===== src/design/kmsp_pkg.sv =====
package kmsp_pkg;

  localparam int MAX_K         = 8;
  localparam int ALPHABET_SIZE = 4;

  localparam int IDX_W      = 2 * MAX_K;
  localparam int ROW_W      = 16;
  localparam int BIT_W      = $clog2(ROW_W);
  localparam int ROW_ADDR_W = IDX_W - BIT_W;
  localparam int ROWS       = 1 << ROW_ADDR_W;

  localparam int K_W    = 4;
  localparam int CHAR_W = 8;
  localparam int TEXT_W = CHAR_W * MAX_K;
  localparam int MASK_W = ALPHABET_SIZE;

  localparam logic [CHAR_W-1:0] CHAR_C = 8'h43;
  localparam logic [CHAR_W-1:0] CHAR_G = 8'h47;
  localparam logic [CHAR_W-1:0] CHAR_T = 8'h54;

  localparam logic [1:0] NUC_A = 2'd0;
  localparam logic [1:0] NUC_C = 2'd1;
  localparam logic [1:0] NUC_G = 2'd2;
  localparam logic [1:0] NUC_T = 2'd3;

  localparam logic OP_INSERT = 1'b0;
  localparam logic OP_QUERY  = 1'b1;

  localparam logic STATUS_OK       = 1'b0;
  localparam logic STATUS_SIZE_ERR = 1'b1;

  localparam logic [K_W-1:0] KMER_SIZE_RST = K_W'(MAX_K);

  typedef logic [IDX_W-1:0]      kmer_idx_t;
  typedef logic [ROW_W-1:0]      row_t;
  typedef logic [ROW_ADDR_W-1:0] row_addr_t;

  typedef struct packed {
    logic      rd_a_en;
    row_addr_t rd_a_addr;
    logic      rd_b_en;
    row_addr_t rd_b_addr;
    logic      wr_en;
    row_addr_t wr_addr;
    row_t      wr_data;
  } bm_req_t;

  function automatic logic [1:0] letter_code(input logic [CHAR_W-1:0] ch);
    case (ch)
      CHAR_C:  return NUC_C;
      CHAR_G:  return NUC_G;
      CHAR_T:  return NUC_T;
      default: return NUC_A;
    endcase
  endfunction

endpackage


===== src/design/kmsp_encode.sv =====
module kmsp_encode (
  input  logic [kmsp_pkg::TEXT_W-1:0] text_i,
  input  logic [kmsp_pkg::K_W-1:0]    k_i,
  output kmsp_pkg::kmer_idx_t         code_o
);

  kmsp_pkg::kmer_idx_t full;
  logic [4:0]          shamt;

  // first letter lands in the top digit, then shift down to k digits
  always_comb begin
    for (int i = 0; i < kmsp_pkg::MAX_K; i++) begin
      full[2*(kmsp_pkg::MAX_K-1-i) +: 2] =
        kmsp_pkg::letter_code(text_i[kmsp_pkg::CHAR_W*i +: kmsp_pkg::CHAR_W]);
    end
  end

  assign shamt  = 5'(kmsp_pkg::IDX_W) - {k_i, 1'b0};
  assign code_o = full >> shamt;

endmodule


===== config.mk =====
export PLATFORM = sky130hd
export DESIGN_NAME = kmsp_encode
export DESIGN_NICKNAME = d
export VERILOG_FILES = /design/src/design/kmsp_pkg.sv /design/src/design/kmsp_encode.sv
export SDC_FILE = /design/constraint.sdc
export NUM_CORES = 1
export LEC_CHECK = 0
export ABC_AREA = 1
export BUFFER_PORTS_ARGS = -buffer_cell sky130_fd_sc_hd__buf_2
export CAP_MARGIN = 20
export CORE_ASPECT_RATIO = 2
export CORE_MARGIN = 5
export CORE_UTILIZATION = 49
export DETAILED_ROUTE_END_ITERATION = 12
export MAX_ROUTING_LAYER = met4
export PLACE_DENSITY_LB_ADDON = 0.05
export SYNTH_ARGS = -nofsm -noshare
export SYNTH_HDL_FRONTEND = slang
export SYNTH_SLANG_ARGS = --single-unit

===== constraint.sdc =====
create_clock -name vclk -period 4.6
set_input_delay 0.46 -clock vclk [all_inputs]
set_output_delay 0.46 -clock vclk [all_outputs]
set_load 0.02 [all_outputs]

=== Word-level counts from Yosys, hierarchy flattened ===
Index checks and enable logic that the tools add are counted.

* Input port bits: 68
* Logic and storage cells: 34
* Output and inout port bits: 16
* Flip-flop bits (word level): 0

* Shift operators: 1
* Muxes and demuxes: 8
* Equality and inequality tests: 24
* $add $sub $neg: 1

{| class="wikitable"
|+ Operators with widths
! kind !! count
|-
| 8-bit by 7-bit == test with 1-bit output, second input constant || 24
|-
| 2-bit case mux with 3 select lines || 8
|-
| 16-bit by 5-bit right shift with 16-bit output || 1
|-
| 5-bit subtractor, first input constant || 1
|}

=== Depth between registers and ports, before layout ===
Gate-level depths: netlist (run 1).

* Depth in word-level cells: 3
* Gate-level depth with buffers: 11
* Depth with buffers taken out: 9

=== Worst setup path after synthesis (run 1) ===
OpenSTA, ideal clock, no wires.

* Path type: in2out
* Start: in k_i[0] (netlist name)
* End: out code_o[0]
* Data required time: 4.140 ns
* Arrival: 1.872 ns
* Slack: 2.268 ns
* Cell stages on the path: 10
* Path buffers: 3
* Cells stage by stage: inv_2 -> buf_6 -> buf_6 -> ha_1 -> inv_1 -> buf_2 -> nand3_1 -> nand3_1 -> nand2_1 -> nor2_1

* Longest elaborated chain between the ends: 2

{| class="wikitable"
|+ RTL lines
! what !! RTL line !! source
|-
| start: declaration || kmsp_encode.sv:3 || <nowiki>input logic [kmsp_pkg::K_W-1:0] k_i,</nowiki>
|-
| 5-bit subtractor || kmsp_encode.sv:18 || <nowiki>assign shamt = 5'(kmsp_pkg::IDX_W) - {k_i, 1'b0};</nowiki>
|-
| 16-bit by 5-bit right shift with 16-bit output || kmsp_encode.sv:19 || <nowiki>assign code_o = full >> shamt;</nowiki>
|-
| end: declaration || kmsp_encode.sv:4 || <nowiki>output kmsp_pkg::kmer_idx_t code_o</nowiki>
|}

Every way passes these cells.

=== Final worst setup path (run 1) ===
* Start: in k_i[0] (netlist name)
* End: out code_o[3]

The elaborated chain is that of the path after synthesis.

==> metrics.md, run 1 <==
| Metric | Value |
|---|---|
| Status | complete, no violations |
| Hold_ws | 1.41 ns |
| Post-synthesis compound-gate area fraction | 3.69% |
| Setup CP Type | input port to output port |
| Final worst-path setup slack | 1.65 ns |
| Worst-path fanout max | 21 |
| Vias | 1905 |
| I/O Pins | 84 |
| Share of synthesized area spent on multiplexers | 0% |
| Power density cells | 88.8 nW/um^2 |
| Post-CTS Setup Inserts | 0 |
| Commonest non-fill, non-tap cell in the layout | nand2_1 |
| WL met3 | 234 um |
| Syn_area_per_cell | 4.49 sq um |
| Ranking of synthesized cells by area | nand2_1 26%, nand3_1 22%, inv_1 15% |
| GRT Total Usage | 21.0% |
| Required time of the critical path | 4.14 ns |
| Initial antenna violation count | 0 |
| Final Cycle Share | 64.2% |
| Routability cong. | 0.876 |
| Post-Synth Simple-Gate Area | 73.7% |
| Row cnt | 26 |
| Synth area leader | nand2_1 |
| Slew Limit Fails | 0 |
| Unrepaired setup endpoints after global routing | no |
| 1st-pass router iterations | 4 |
| Leakage | 0.00113 uW |
| Tmin final | 2.95 ns |
| Largest net degree at the start of global routing | 22 |
| Fin. Hold Viols | 0 |
| Max Clk Rate | 339 MHz |
| Layout cell share with drive strength beyond 1 | 27.7% |
| Total negative slack | 0 ns |
| Drt wl/cell | 9.50 um |
| Remaining routing DRC violations | 0 |
| Layout Nets | 436 |
| # setup viols final | 0 |
| Mapped Cells | 287 |
| Seq Cell Count | 0 |
| Vias/cell | 4.85 |
| First-pass GRT wire length | 6.29 mm |
| Syn_nets | 356 |
| DIE AREA | 3810 sq um |
| DR WL met2 | 2.06 mm |
| HP Class | input port to output port |
| Port-buffer cells | 84 |
| Vias in the first global route | 1799 |
| Max rail drop VDD | 62.7 uV |
| Final WL | 3.73 mm |
| Post-Syn Area | 1290 sq um |
| Die Y-Extent | 82.5 um |
| Global route overflow | 0 |
| Pre-CTS setup slack | 1.65 ns |
| HPWL after DPL | 3.39 mm |
| Crit. End Element | output port |
| Post-Synth Adder-Cell Area | 0.972% |
| Worst setup SP type | input port |
| Area grow syn2layout | 31.6% |
| Ant diodes | 0 |
| Core area | 2540 sq um |
| # clk buffers | 0 |
| Iter 0 DRT Violations | 44 |
| Largest family of logic cells by synthesized area | simple AND/OR/NAND/NOR gates |
| Worst Tran Pin Value | 0.521 ns |
| Library cells used by synthesis | 23 |
| Synth Warn # | 0 |
| Final ANT Viol Nets | 0 |
| CP Data Arrival Time | 2.49 ns |
| Max Cap Viol | 0 |
| Initial Util | 50.7% |
| Gates resized, CTS repair | 0 |
| Highest metal used | met4 |
| Synth top area share | 26.2% |
| Die width | 46.2 um |
| CTS Hold Bufs | 0 |
| Sequential share of the synthesized area | 0% |
| Post-Synth XOR/XNOR Area | 1.26% |
| Most frequent cells in the layout | 90 x nand2_1, 84 x buf_2, 57 x nand3_1 |
| Register area | 0 sq um |
| Slew HR | 65.3% |
| M1 WL | 1.33 mm |
## final cells by class
class | instances | area (sq um)
multi-input combinational | 224 | 1020
fill | 307 | 843
timing repair buffer | 84 | 420
inverter | 57 | 214
tap | 28 | 35.0
## power breakdown
| group | switching, uW | internal, uW | total (uW) |
|---|---|---|---|
| clock | 0 | 0 | 0 |
| sequential | 0 | 0 | 0 |
| combinational | 90.4 | 60.0 | 150 |
## routing by layer
layer	up-vias	global-route usage [%]
li1	1036	-
met1	803	19.5
met2	56	42.1
met3	10	0.868
met4	0	7.12
met5	-	-
## cells in the mapped netlist (all sizes together)
cell type / count
nand3b: 2
nor3: 6
a21oi: 4
inv: 57
nand2: 92
nand3: 59
or2: 2
o21ai: 4
nor2: 52
xnor2: 1
buf: 6
ha: 1
nand4: 1
## per-stage QoR
stage	instances	power, uW	util [%]	instance area (sq um)
2_1_floorplan	287	101	-	1290
3_3_place_gp	393	148	66.8	1690
3_5_place_dp	393	151	66.8	1690
4_1_cts	393	151	66.8	1690
5_1_grt	393	171	66.8	1690
6_report	393	150	66.8	1690
## cells by family (layout without fill, tap and decap cells)
logic type               after synthesis  in the layout
AND/OR/NAND/NOR                      214            214
AO/OA/AOI/OAI                          8              8
XOR/XNOR                               1              1
buffers and inverters                 63            141
adder cells (fa/ha/maj)                1              1
## worst max-delay path, stage by stage
cell	delay (ns)
buf_2	0.24
inv_2	0.22
ha_1	0.68
inv_1	0.32
nor2_1	0.16
nand3_1	0.08
nand3b_1	0.08
nand2_1	0.05
inv_1	0.04
buf_2	0.15
## path summary, 6_finish.rpt
path	start	end	slack, ns	cells past startpoint
max	k_i[0]	code_o[3]	1.65	10
min	k_i[2]	code_o[14]	1.41	4
No activity file was read; power rests on OpenSTA's default activity.
==> run 2: changes to the inputs <==
- CORE_UTILIZATION: 49 -> 45
- clock period: 4.6 -> 2.95 ns (I/O delays scaled with it)
==> metrics.md, run 2 (synthesis results as in run 1) <==
| Metric | Value |
|---|---|
| Post-CTS Setup Inserts | 0 (unchanged) |
| Required time of the critical path | 2.65 ns (-1.49 ns) |
| Die width | 47.8 um (+3.4%) |
| Row cnt | 27 (+3.8%) |
| Max Cap Viol | 0 (unchanged) |
| Hold depth | 4 (unchanged) |
| Max Clk Rate | 435 MHz |
| DIE AREA | 4100 sq um (+7.4%) |
| Fin. Hold Viols | 0 (unchanged) |
| Min-delay src | k_i[2] |
| Area grow syn2layout | 32.3% |
| HP Class | input port to output port |
| Iter 0 DRT Violations | 30 (-32%) |
| Commonest non-fill, non-tap cell in the layout | nand2_1 |
| Tmin final | 2.30 ns |
| Pre-CTS setup slack | 0.640 ns (-1.01 ns) |
| Vias/cell | 4.86 (+0.22%) |
| CTS Hold Bufs | 0 (unchanged) |
| Initial Util | 46.5% (-4.3 points) |
| CP top delay family | buffers and inverters |
| Seq Cell Count | 0 (unchanged) |
| Power density cells | 139 nW/um^2 (+56%) |
| Worst setup SP type | input port |
| Slew HR | 75.4% (+10 points) |
| Largest net degree at the start of global routing | 22 (unchanged) |
| CP Data Arrival Time | 2.00 ns (-0.49 ns) |
| Total negative slack | 0 ns (unchanged) |
| Max rail drop VDD | 97.2 uV (+55%) |
| Register area | 0 sq um (unchanged) |
| Crit. End Element | output port |
| # clk buffers | 0 (unchanged) |
| Vias in the first global route | 1792 (-0.39%) |
| Worst-path fanout max | 21 (unchanged) |
| 1st-pass router iterations | 4 (unchanged) |
| Unrepaired setup endpoints after global routing | no |
| HPWL after DPL | 3.45 mm (+1.8%) |
| Layout cell share with drive strength beyond 1 | 27.9% (+0.20 points) |
| Cell Chain, Critical Path | buf_2 > inv_2 > ha_1 > xnor2_2 > nor2_4 > inv_2 > o21ai_1 > nand2_1 > inv_1 > buf_2 |
| Layout Nets | 437 (+0.23%) |
| Worst Tran Pin Value | 0.368 ns (-0.153 ns) |
| Worst path max stage delay | 0.30 ns (-0.38 ns) |
| Remaining routing DRC violations | 0 (unchanged) |
| Final ANT Viol Nets | 0 (unchanged) |
| GRT Total Usage | 19.5% (-1.4 points) |
| Global route overflow | 0 (unchanged) |
| Most frequent cells in the layout | 90 x nand2_1, 84 x buf_2, 57 x nand3_1 |
| Area after DPL | 1700 sq um (+0.52%) |
| Core area | 2770 sq um (+9.2%) |
| Vias | 1919 (+0.73%) |
| Status | complete, no violations |
| Port-buffer cells | 84 (unchanged) |
| Slew Limit Fails | 0 (unchanged) |
| Final WL | 3.81 mm (+2.1%) |
| Final core utilization | 61.5% (-5.3 points) |
| Crit path buf inv count | 5 (unchanged) |
| Die Y-Extent | 85.6 um (+3.8%) |
| Setup CP Type | input port to output port |
| Leakage | 0.00114 uW (+0.42%) |
| I/O Pins | 84 (unchanged) |
| Final Cycle Share | 77.9% |
| First-pass GRT wire length | 6.29 mm (-0.11%) |
| Ant diodes | 0 (unchanged) |
| # setup viols final | 0 (unchanged) |
| Drt wl/cell | 9.65 um (+1.6%) |
| Overall power | 236 uW (+57%) |
| Initial antenna violation count | 0 (unchanged) |
| Gates resized, CTS repair | 0 (unchanged) |
| Design area | 1700 sq um (+0.52%) |
| Routability cong. | 0.957 (+9.3%) |
| Final worst-path setup slack | 0.652 ns (-0.996 ns) |
| Slowest-stage cell, CP | xnor2_2 |
| Hold path endpoint | code_o[14] |
-- run 2: changes by cell type in the layout (fill, tap and decap cells not counted) --
cell   previous run  this run
buf_4             0         1
-- run 2: through the flow --
step,hold WS [ns],std cells
finish,1.08,395
floorplan,0.843,287
global route,1.10,395
CTS,1.08,395
global placement,1.07,395
detailed placement,1.08,395
-- run 2: worst max path at each step --
stage,start,endpoint,cells past startpoint
final,k_i[0],code_o[7],10
after global routing,k_i[0],code_o[3],10
after CTS,k_i[0],code_o[3],10
after detailed placement,k_i[0],code_o[3],10
after global placement,k_i[0],code_o[3],10
after floorplan,k_i[0],code_o[0],10
-- run 2: power by group --
part,switching (uW),internal (uW)
logic,142,94.7
registers,0,0
clock network,0,0
-- run 2: cell type report --
type / count / area [sq um]
inverters: 57 / 214
well taps: 29 / 36.3
multi-input cells: 224 / 1020
repair buffers: 85 / 428
fillers: 325 / 1070
-- run 2: routing by layer --
layer  vias to the layer above  part of all wire [%]  GRT usage, %
li1                       1035                     -             -
met1                       795                    34          18.3
met2                        73                    54          37.4
met3                        16                   6.8         0.840
met4                         0                   4.5          7.60
met5                         -                     0             -
